==> src/rtl/core/lamp_delay_fade_ramp_top_assert.svh <==
// assertion macros for the lamp fade ramp block
`ifndef LAMP_DELAY_FADE_RAMP_TOP_ASSERT_SVH
`define LAMP_DELAY_FADE_RAMP_TOP_ASSERT_SVH

// same-cycle implication, checked on the block clock outside reset
`define LDFR_ASSERT_IMPL(lbl, ante, cons, msg) \
  lbl: assert property (@(posedge clk_i) disable iff (!rst_ni) (ante) |-> (cons)) \
    else $error(msg);

// next-cycle implication, checked on the block clock outside reset
`define LDFR_ASSERT_NEXT(lbl, ante, cons, msg) \
  lbl: assert property (@(posedge clk_i) disable iff (!rst_ni) (ante) |=> (cons)) \
    else $error(msg);

`endif

==> src/rtl/core/ldfr_pkg.sv <==
// shared types and constants of the lamp fade ramp block
package ldfr_pkg;

  localparam int unsigned TimerW   = 16;
  localparam int unsigned TickW    = 8;
  localparam int unsigned DutyW    = 7;
  localparam int unsigned CfgIdxW  = 2;
  // 100 * 0xFFFF fits in 23 bits
  localparam int unsigned NumW     = 23;
  localparam int unsigned DivSteps = 8;
  localparam int unsigned DivCntW  = 3;

  localparam logic [TimerW-1:0] TimerMax = 16'hFFFF;
  localparam logic [DutyW-1:0]  FullDuty = 7'd100;

  // configuration register indexes
  localparam logic [CfgIdxW-1:0] RegOnDelay  = 2'd0;
  localparam logic [CfgIdxW-1:0] RegOffDelay = 2'd1;
  localparam logic [CfgIdxW-1:0] RegOnRamp   = 2'd2;
  localparam logic [CfgIdxW-1:0] RegOffRamp  = 2'd3;

  typedef enum logic [1:0] {
    StIdle,
    StPrep,
    StDiv,
    StFin
  } state_e;

endpackage

==> src/rtl/core/ldfr_if.sv <==
// valid/ready channels for tick items and ramp results
interface ldfr_tick_if;
  logic                                 valid;
  logic                                 ready;
  logic                                 request_on;
  logic [ldfr_pkg::TickW-1:0]           tick_ms;

  modport source (output valid, output request_on, output tick_ms, input ready);
  modport sink   (input valid, input request_on, input tick_ms, output ready);
endinterface

interface ldfr_res_if;
  logic                                 valid;
  logic                                 ready;
  logic                                 lamp_active;
  logic [ldfr_pkg::DutyW-1:0]           duty_percent;

  modport source (output valid, output lamp_active, output duty_percent, input ready);
  modport sink   (input valid, input lamp_active, input duty_percent, output ready);
endinterface

==> src/rtl/core/lamp_delay_fade_ramp_top.sv <==
// delayed fade-in / fade-out ramp for one lamp channel
//
//  channel   dir  payload                      transfer when
//  tick_i    in   request_on, tick_ms          valid & ready
//  res_o     out  lamp_active, duty_percent    valid & ready
//  cfg       in   cfg_we_i, cfg_idx_i, cfg_data_i   cfg_we_i high
//
// an item that needs the percent ratio goes from transfer in to result through
// the accept state, the timer update state, the steps of the bit-serial
// restoring divider and the load of the result register; an item without
// a ratio skips the divider.
// reset is asynchronous active low and clears timers, flags and duty.
// a new tick is taken while a finished result waits on res_o; the block
// stalls in its last cycle only until the result register is free.
module lamp_delay_fade_ramp_top (
  input  logic                                clk_i,
  input  logic                                rst_ni,
  ldfr_tick_if.sink                           tick_i,
  ldfr_res_if.source                          res_o,
  input  logic                                cfg_we_i,
  input  logic [ldfr_pkg::CfgIdxW-1:0]        cfg_idx_i,
  input  logic [ldfr_pkg::TimerW-1:0]         cfg_data_i
);

  // configuration registers
  logic [ldfr_pkg::TimerW-1:0] on_delay_q, off_delay_q, on_ramp_q, off_ramp_q;

  // channel state
  logic [ldfr_pkg::TimerW-1:0] since_q, since_d;
  logic [ldfr_pkg::TimerW-1:0] ramp_q, ramp_d;
  logic                        last_req_q, last_req_d;
  logic                        active_q, active_d;
  logic [ldfr_pkg::DutyW-1:0]  duty_q, duty_d;

  // captured tick
  logic                        req_q;
  logic [ldfr_pkg::TickW-1:0]  dt_q;

  // divider
  logic [ldfr_pkg::NumW-1:0]    rem_q, rem_d;
  logic [ldfr_pkg::NumW-1:0]    dsh_q, dsh_d;
  logic [ldfr_pkg::DutyW-1:0]   quo_q, quo_d;
  logic                         over_q, over_d;
  logic [ldfr_pkg::DivCntW-1:0] cnt_q, cnt_d;
  logic                         div_q, div_d;
  logic                         div_on_q, div_on_d;

  // result register
  logic                        out_valid_q, out_valid_d;
  logic                        out_active_q, out_active_d;
  logic [ldfr_pkg::DutyW-1:0]  out_duty_q, out_duty_d;

  ldfr_pkg::state_e state_q, state_d;

  logic                        in_xfer;
  logic                        out_free;
  logic [ldfr_pkg::TimerW:0]   since_sum;
  logic [ldfr_pkg::TimerW-1:0] since_sat;
  logic                        changed;
  logic [ldfr_pkg::TimerW-1:0] since_new;
  logic [ldfr_pkg::TimerW-1:0] ramp_base;
  logic [ldfr_pkg::TimerW:0]   ramp_sum;
  logic [ldfr_pkg::TimerW-1:0] ramp_sat;
  logic [ldfr_pkg::NumW-1:0]   ramp_x100;
  logic                        div_ge;
  logic [ldfr_pkg::DutyW-1:0]  div_duty;

  assign in_xfer  = tick_i.valid && tick_i.ready;
  assign out_free = !out_valid_q || res_o.ready;

  // configuration writes
  always_ff @(posedge clk_i or negedge rst_ni) begin
    if (!rst_ni) begin
      on_delay_q  <= '0;
      off_delay_q <= '0;
      on_ramp_q   <= '0;
      off_ramp_q  <= '0;
    end else if (cfg_we_i) begin
      unique case (cfg_idx_i)
        ldfr_pkg::RegOnDelay:  on_delay_q  <= cfg_data_i;
        ldfr_pkg::RegOffDelay: off_delay_q <= cfg_data_i;
        ldfr_pkg::RegOnRamp:   on_ramp_q   <= cfg_data_i;
        ldfr_pkg::RegOffRamp:  off_ramp_q  <= cfg_data_i;
        default: ;
      endcase
    end
  end

  // tick capture
  always_ff @(posedge clk_i) begin
    if (in_xfer) begin
      req_q <= tick_i.request_on;
      dt_q  <= tick_i.tick_ms;
    end
  end

  // timer arithmetic for the update cycle
  assign since_sum = {1'b0, since_q} + {{(ldfr_pkg::TimerW+1-ldfr_pkg::TickW){1'b0}}, dt_q};
  assign since_sat = since_sum[ldfr_pkg::TimerW] ? ldfr_pkg::TimerMax
                                                 : since_sum[ldfr_pkg::TimerW-1:0];
  assign changed   = req_q != last_req_q;
  assign since_new = changed ? '0 : since_sat;
  assign ramp_base = changed ? '0 : ramp_q;
  assign ramp_sum  = {1'b0, ramp_base} + {{(ldfr_pkg::TimerW+1-ldfr_pkg::TickW){1'b0}}, dt_q};
  assign ramp_sat  = ramp_sum[ldfr_pkg::TimerW] ? ldfr_pkg::TimerMax
                                                : ramp_sum[ldfr_pkg::TimerW-1:0];
  // 100 = 64 + 32 + 4
  assign ramp_x100 = {1'b0, ramp_sat, 6'b0} + {2'b0, ramp_sat, 5'b0}
                   + {5'b0, ramp_sat, 2'b0};

  // divider step compare and final duty from the quotient
  assign div_ge = rem_q >= dsh_q;
  always_comb begin
    if (div_on_q) begin
      div_duty = (over_q || (quo_q > ldfr_pkg::FullDuty)) ? ldfr_pkg::FullDuty : quo_q;
    end else begin
      div_duty = (over_q || (quo_q >= ldfr_pkg::FullDuty)) ? '0
                                                            : ldfr_pkg::FullDuty - quo_q;
    end
  end

  // next state
  always_comb begin
    state_d = state_q;
    unique case (state_q)
      ldfr_pkg::StIdle: if (in_xfer) state_d = ldfr_pkg::StPrep;
      ldfr_pkg::StPrep: state_d = div_d ? ldfr_pkg::StDiv : ldfr_pkg::StFin;
      ldfr_pkg::StDiv:  if (cnt_q == ldfr_pkg::DivCntW'(ldfr_pkg::DivSteps - 1)) begin
        state_d = ldfr_pkg::StFin;
      end
      ldfr_pkg::StFin:  if (out_free) state_d = ldfr_pkg::StIdle;
      default:          state_d = ldfr_pkg::StIdle;
    endcase
  end

  // datapath and handshake outputs
  always_comb begin
    tick_i.ready = state_q == ldfr_pkg::StIdle;
    since_d      = since_q;
    ramp_d       = ramp_q;
    last_req_d   = last_req_q;
    active_d     = active_q;
    duty_d       = duty_q;
    rem_d        = rem_q;
    dsh_d        = dsh_q;
    quo_d        = quo_q;
    over_d       = over_q;
    cnt_d        = cnt_q;
    div_d        = div_q;
    div_on_d     = div_on_q;
    out_valid_d  = out_valid_q && !res_o.ready;
    out_active_d = out_active_q;
    out_duty_d   = out_duty_q;
    unique case (state_q)
      ldfr_pkg::StPrep: begin
        since_d    = since_new;
        ramp_d     = ramp_base;
        last_req_d = req_q;
        div_d      = 1'b0;
        div_on_d   = req_q;
        cnt_d      = '0;
        over_d     = 1'b0;
        quo_d      = '0;
        rem_d      = ramp_x100;
        if (req_q) begin
          if (since_new >= on_delay_q) begin
            active_d = 1'b1;
            if (ramp_base < on_ramp_q) begin
              ramp_d = ramp_sat;
              div_d  = 1'b1;
              dsh_d  = {on_ramp_q, 7'b0};
            end else begin
              duty_d = ldfr_pkg::FullDuty;
            end
          end
        end else if (since_new >= off_delay_q) begin
          if (ramp_base < off_ramp_q) begin
            ramp_d = ramp_sat;
            div_d  = 1'b1;
            dsh_d  = {off_ramp_q, 7'b0};
          end else begin
            active_d = 1'b0;
          end
        end
      end
      ldfr_pkg::StDiv: begin
        // first step only checks for a quotient of 128 or more
        if (cnt_q == '0) begin
          over_d = div_ge;
        end else begin
          if (div_ge) rem_d = rem_q - dsh_q;
          quo_d = {quo_q[ldfr_pkg::DutyW-2:0], div_ge};
        end
        dsh_d = dsh_q >> 1;
        cnt_d = cnt_q + 1'b1;
      end
      ldfr_pkg::StFin: begin
        if (out_free) begin
          if (div_q) duty_d = div_duty;
          out_valid_d  = 1'b1;
          out_active_d = active_q;
          out_duty_d   = div_q ? div_duty : duty_q;
        end
      end
      default: ;
    endcase
  end

  // control and state registers
  always_ff @(posedge clk_i or negedge rst_ni) begin
    if (!rst_ni) begin
      state_q     <= ldfr_pkg::StIdle;
      since_q     <= '0;
      ramp_q      <= '0;
      last_req_q  <= 1'b0;
      active_q    <= 1'b0;
      duty_q      <= '0;
      out_valid_q <= 1'b0;
      cnt_q       <= '0;
      div_q       <= 1'b0;
      div_on_q    <= 1'b0;
    end else begin
      state_q     <= state_d;
      since_q     <= since_d;
      ramp_q      <= ramp_d;
      last_req_q  <= last_req_d;
      active_q    <= active_d;
      duty_q      <= duty_d;
      out_valid_q <= out_valid_d;
      cnt_q       <= cnt_d;
      div_q       <= div_d;
      div_on_q    <= div_on_d;
    end
  end

  // divider and result payload
  always_ff @(posedge clk_i) begin
    rem_q        <= rem_d;
    dsh_q        <= dsh_d;
    quo_q        <= quo_d;
    over_q       <= over_d;
    out_active_q <= out_active_d;
    out_duty_q   <= out_duty_d;
  end

  assign res_o.valid        = out_valid_q;
  assign res_o.lamp_active  = out_active_q;
  assign res_o.duty_percent = out_duty_q;

`include "lamp_delay_fade_ramp_top_assert.svh"

  `LDFR_ASSERT_IMPL(a_duty_range, out_valid_q, out_duty_q <= ldfr_pkg::FullDuty, "duty above full")
  `LDFR_ASSERT_NEXT(a_accept_prep, in_xfer, state_q == ldfr_pkg::StPrep, "tick not processed")
  `LDFR_ASSERT_IMPL(a_div_nonzero, state_q == ldfr_pkg::StDiv && cnt_q == '0, dsh_q != '0, "zero divisor")
  `LDFR_ASSERT_NEXT(a_fin_load, state_q == ldfr_pkg::StFin && !out_valid_q, out_valid_q, "result lost")

endmodule
==> src/flat_wrapper.sv <==
// flat-port wrapper written by rule: the top's interface ports become plain ports
module lamp_delay_fade_ramp_top_flat 
  (clk_i, rst_ni, cfg_we_i, cfg_idx_i, cfg_data_i, tick_i_valid, tick_i_request_on, tick_i_tick_ms, tick_i_ready, res_o_valid, res_o_lamp_active, res_o_duty_percent, res_o_ready);
  ldfr_tick_if tick_i_i ();
  ldfr_res_if res_o_i ();
  input  logic clk_i;
  input  logic rst_ni;
  input  logic cfg_we_i;
  input  logic [ldfr_pkg::CfgIdxW-1:0] cfg_idx_i;
  input  logic [ldfr_pkg::TimerW-1:0] cfg_data_i;
  input wire logic [$bits(tick_i_i.valid)-1:0] tick_i_valid;
  input wire logic [$bits(tick_i_i.request_on)-1:0] tick_i_request_on;
  input wire logic [$bits(tick_i_i.tick_ms)-1:0] tick_i_tick_ms;
  output wire logic [$bits(tick_i_i.ready)-1:0] tick_i_ready;
  output wire logic [$bits(res_o_i.valid)-1:0] res_o_valid;
  output wire logic [$bits(res_o_i.lamp_active)-1:0] res_o_lamp_active;
  output wire logic [$bits(res_o_i.duty_percent)-1:0] res_o_duty_percent;
  input wire logic [$bits(res_o_i.ready)-1:0] res_o_ready;
  assign tick_i_i.valid = tick_i_valid;
  assign tick_i_i.request_on = tick_i_request_on;
  assign tick_i_i.tick_ms = tick_i_tick_ms;
  assign tick_i_ready = tick_i_i.ready;
  assign res_o_valid = res_o_i.valid;
  assign res_o_lamp_active = res_o_i.lamp_active;
  assign res_o_duty_percent = res_o_i.duty_percent;
  assign res_o_i.ready = res_o_ready;
  lamp_delay_fade_ramp_top u_core (.clk_i(clk_i), .rst_ni(rst_ni), .tick_i(tick_i_i), .res_o(res_o_i), .cfg_we_i(cfg_we_i), .cfg_idx_i(cfg_idx_i), .cfg_data_i(cfg_data_i));
endmodule
==> config.mk <==
export PLATFORM = sky130hd
export DESIGN_NAME = lamp_delay_fade_ramp_top_flat
export DESIGN_NICKNAME = d
export VERILOG_FILES = /design/src/rtl/core/ldfr_pkg.sv /design/src/rtl/core/ldfr_if.sv /design/src/rtl/core/lamp_delay_fade_ramp_top.sv /design/src/flat_wrapper.sv
export VERILOG_INCLUDE_DIRS = /design/src /design/src/rtl/core
export SDC_FILE = /design/constraint.sdc
export NUM_CORES = 1
export LEC_CHECK = 0
export BUFFER_PORTS_ARGS = -buffer_cell sky130_fd_sc_hd__buf_2
export CORE_UTILIZATION = 43
export CTS_CLUSTER_DIAMETER = 40
export CTS_CLUSTER_SIZE = 12
export DETAILED_ROUTE_END_ITERATION = 12
export REMOVE_ABC_BUFFERS = 1
export SYNTH_ARGS = -nofsm -noshare
export SYNTH_HDL_FRONTEND = slang
export SYNTH_SLANG_ARGS = --single-unit
==> constraint.sdc <==
create_clock -name clk_i -period 5.99 [get_ports clk_i]
set_input_delay 1.198 -clock clk_i [delete_from_list [all_inputs] [get_ports clk_i]]
set_output_delay 1.198 -clock clk_i [all_outputs]
set_load 0.01 [all_outputs]
==> flow_metrics.tcl <==
set metrics [dict create \
    fin_crit_sh_pct 93.7 \
    synth_edf_count 71 \
    start_kind "flop" \
    max-slew-margin-rel_pct 37.3 \
    yosysWarnings 0 \
    placed_cell_area_um2 13200 \
    power.total_mw 6.68 \
    clock_latency_ps 440 \
    drive_gt1_share_pct 14.7 \
    root_buffer "clkbuf_16" \
    synth_flop_cell "dfrtp_1" \
    die_area_um2 29700 \
    drt_first_iter_violations 445 \
    die_h_um 172 \
    cts_made_buffers 17 \
    powerDensity_nw_per_um2 485 \
    yosys-top-cells-area "dfrtp_1 22%, edfxtp_1 17%, ha_1 13%" \
    async_flop_share_pct 61.2 \
    max_freq_mhz 178 \
    layout_min_cycle_time_ps 5610 \
    grt_pass1_wl_mm 46.3 \
    final_cells 1699 \
    gp_congestion 0.870 \
    first_pass_iters 4 \
    io_buffers 41 \
    final-setup-viol-count 0 \
    htree_levels 4 \
    critPathMaxStageDelay_ps 550 \
    crit_start "u_core.req_q" \
    stdcell_area_um2 13800 \
    hold_class "flop to flop" \
    maxSlewViolCount 0 \
    crit_fanout 14 \
    power_frac_seq_pct 31.4 \
    io_pins 42 \
    dp.cells 1666 \
    syn_inst 1256 \
    grt_max_degree 65 \
    regToRegStartpoint "u_core.req_q" \
    clock_skew_ps 16.5 \
    place_ws_ps 14.5 \
    clkPwrFrac_pct 16.4 \
    antenna_found_initial 1 \
    via_per_inst 5.34 \
    rows 62 \
    clock-sinks 183 \
    nets 1479 \
    rsz0062_at_grt "false" \
    synth_top_cell_by_area "dfrtp_1" \
    antennaDiodeCount 0 \
    areaGrowthSynthToFinish_pct 10.3 \
    clockBufferDepth 2 \
    hold_buffers 0 \
    grt_overflow 0 \
    critical_path_arrival_ps 5790 \
    cts_tree "built" \
    clk_pin_slew_worst_paths_ps 70 \
    critPathSlowestCell "fa_1" \
    pwr-share-comb_pct 52.2 \
    grtUsageTotal_pct 20.1 \
    post-route-util_pct 48.1 \
    routedWlPerCell_um 16.5 \
    drv_cap 0 \
    max-vdd-ir-drop_mv 0.198 \
    crit_family "compound AO/OA/AOI/OAI gates" \
    cp_cell_sequence "xnor2_2 -> and2_1 -> ha_1 -> fa_1 -> a21o_1 -> a21oi_1 -> o21ai_2 -> o311ai_4 -> nor3_4 -> nor2_1 -> inv_1 -> fa_1 -> fa_1 -> a211oi_2 -> o21ai_1 -> a41oi_2 -> a21oi_1 -> a21o_1 -> a21oi_1 -> xnor2_1 -> mux2i_1" \
    core_um2 28600 \
    remaining_drc_errors 0 \
    hold_path_startpoint "u_core.duty_q[2]" \
    worst_pin_slew_ps 938 \
    hpwl_mm 21.4 \
    ys_types 72 \
    start_util_pct 43.6 \
    final_hold_viol_count 0 \
    synth.top_cell.area_share_pct 22.4 \
    wirelength_mm 28.1 \
    synth-seq-area-share_pct 39.5 \
    grt_pass1_vias 9057 \
    cp.required_ps 6160 \
    switchingPower_mw 2.86 \
    ys_ff_latch 183 \
    p_leak_nw 6.45 \
    synth_area_um2 12500 \
    dr_total_vias 9072 \
    crit_buf_inv 1 \
    p_int_mw 3.81 \
    switching_share_pct 42.9 \
    status "completed" \
    setup_ws_ps 375 \
    cp-end-kind "flop" \
    ant_nets 0 \
    die_w_um 172 \
    path_class "flop to flop" \
    syn_avg_cell_area_um2 9.94 \
]
==> logic make-up (layout without fill, tap and decap cells) <==
group | after synthesis | in the layout | synth area share (%)
compound gates | 328 | 328 | 17.4
xor+xnor | 50 | 50 | 3.57
fa+ha+maj | 145 | 145 | 15.5
buf+inv | 174 | 233 | 5.38
flops | 183 | 183 | 39.5
mux | 82 | 82 | 7.19
simple gates | 294 | 294 | 11.4
==> state kept, by name (all words and copies together) (netlist names), 3 cells and up <==
signal and cells:
u_core.dsh_q 23, u_core.rem_q 23, u_core.off_delay_q 16, u_core.off_ramp_q 16
u_core.on_delay_q 16, u_core.on_ramp_q 16, u_core.ramp_q 16, u_core.since_q 16
u_core.dt_q 8, u_core.duty_q 7, u_core.quo_q 7, u_core.res_o.duty_percent 7
u_core.cnt_q 3
==> worst paths after layout <==
check,cells after the start,slack [ps],endpoint
worst max register to register,21,380,u_core.rem_q[20]
worst min-delay path,1,490,u_core.duty_q[2]
worst min register to register,1,490,u_core.duty_q[2]
max in group asynchronous,2,3910,u_core.on_ramp_q[10]
min in group asynchronous,1,860,u_core.duty_q[6]
worst max-delay path,21,380,u_core.rem_q[20]
==> per-layer routing <==
layer  vias up  wire length [um]  global-route usage [%]
met1      4356             13700                    27.3
met2        89             13300                    33.3
met5         -                 0                       0
li1       4587                 -                       -
met3        40               513                    2.45
met4         0               620                    6.66
==> synth_stat cells (3+ instances only) <==
library cell,instances
edfxtp_1,71
o21ai_1,5
mux2_2,61
nand2b_1,11
o2111ai_1,4
clkbuf_1,26
o21a_1,16
o21bai_1,5
mux2i_1,21
a21o_1,30
or2_2,6
nor4_1,3
a211oi_1,10
o21ai_0,83
ha_1,129
o2bb2ai_1,6
o211ai_1,8
nor3b_1,3
nor2_1,70
or3_1,5
a22o_1,4
a21oi_1,90
o22a_1,5
a31oi_1,14
a211o_1,3
o31ai_1,6
buf_2,3
o2bb2ai_2,10
inv_1,139
nand3_1,20
dfrtp_1,112
nor2b_1,9
and2_1,23
nor3_1,31
nand3b_1,3
nand4_1,12
fa_1,16
a31o_2,8
xor2_1,18
nand2_1,81
and3_1,8
xnor2_1,31
==> final cells by class <==
class,instances,area [um2]
clock buffer,18,429
multi-input combinational,899,6930
timing repair buffer,61,358
tap,384,480
clock inverter,14,116
sequential,183,4930
inverter,140,526
fill,2631,14800
==> worst register-to-register path: stages (launching register included) <==
cell	delay (ps)
edfxtp_1	430
xnor2_2	180
and2_1	190
ha_1	210
fa_1	400
a21o_1	180
a21oi_1	260
o21ai_2	160
o311ai_4	330
nor3_4	150
nor2_1	260
inv_1	150
fa_1	550
fa_1	510
a211oi_2	310
o21ai_1	150
a41oi_2	190
a21oi_1	120
a21o_1	190
a21oi_1	210
xnor2_1	150
mux2i_1	80
==> through the flow <==
| step | setup TNS (ps) | hold WS, ps |
|---|---|---|
| 2_1_floorplan | -721 | 448 |
| 3_5_place_dp | 0 | 472 |
| 3_3_place_gp | 0 | 469 |
| 4_1_cts | 0 | 490 |
| 6_report | 0 | 491 |
| 5_1_grt | 0 | 512 |
==> power by group through the flow <==
| stage | clock (mW) | sequential, mW | combinational, mW |
|---|---|---|---|
| floorplan | 0 | 2.08 | 2.54 |
| global placement | 0 | 2.11 | 3.41 |
| detailed placement | 0 | 2.12 | 3.46 |
| CTS | 1.12 | 2.09 | 3.48 |
| global route | 1.17 | 2.15 | 3.94 |
| finish | 1.10 | 2.09 | 3.49 |
==> repair_timing <==
action / in CTS / in global routing
resized for setup: 1 / 6
buffers inserted: 0 / 1
pin swaps: 0 / 3
endpoints found under the setup margin: 1 / 3
==> cells in the final DEF (no fill, tap or decap), types with 23 or more instances in the layout <==
cell type / n
xnor2_1: 31
nand2_1: 81
a21oi_1: 90
dfrtp_1: 112
o21ai_0: 82
mux2_2: 61
edfxtp_1: 71
nor2_1: 70
nor3_1: 31
and2_1: 23
a21o_1: 30
buf_2: 40
inv_1: 139
ha_1: 128
No activity file was read; power rests on OpenSTA's default activity.
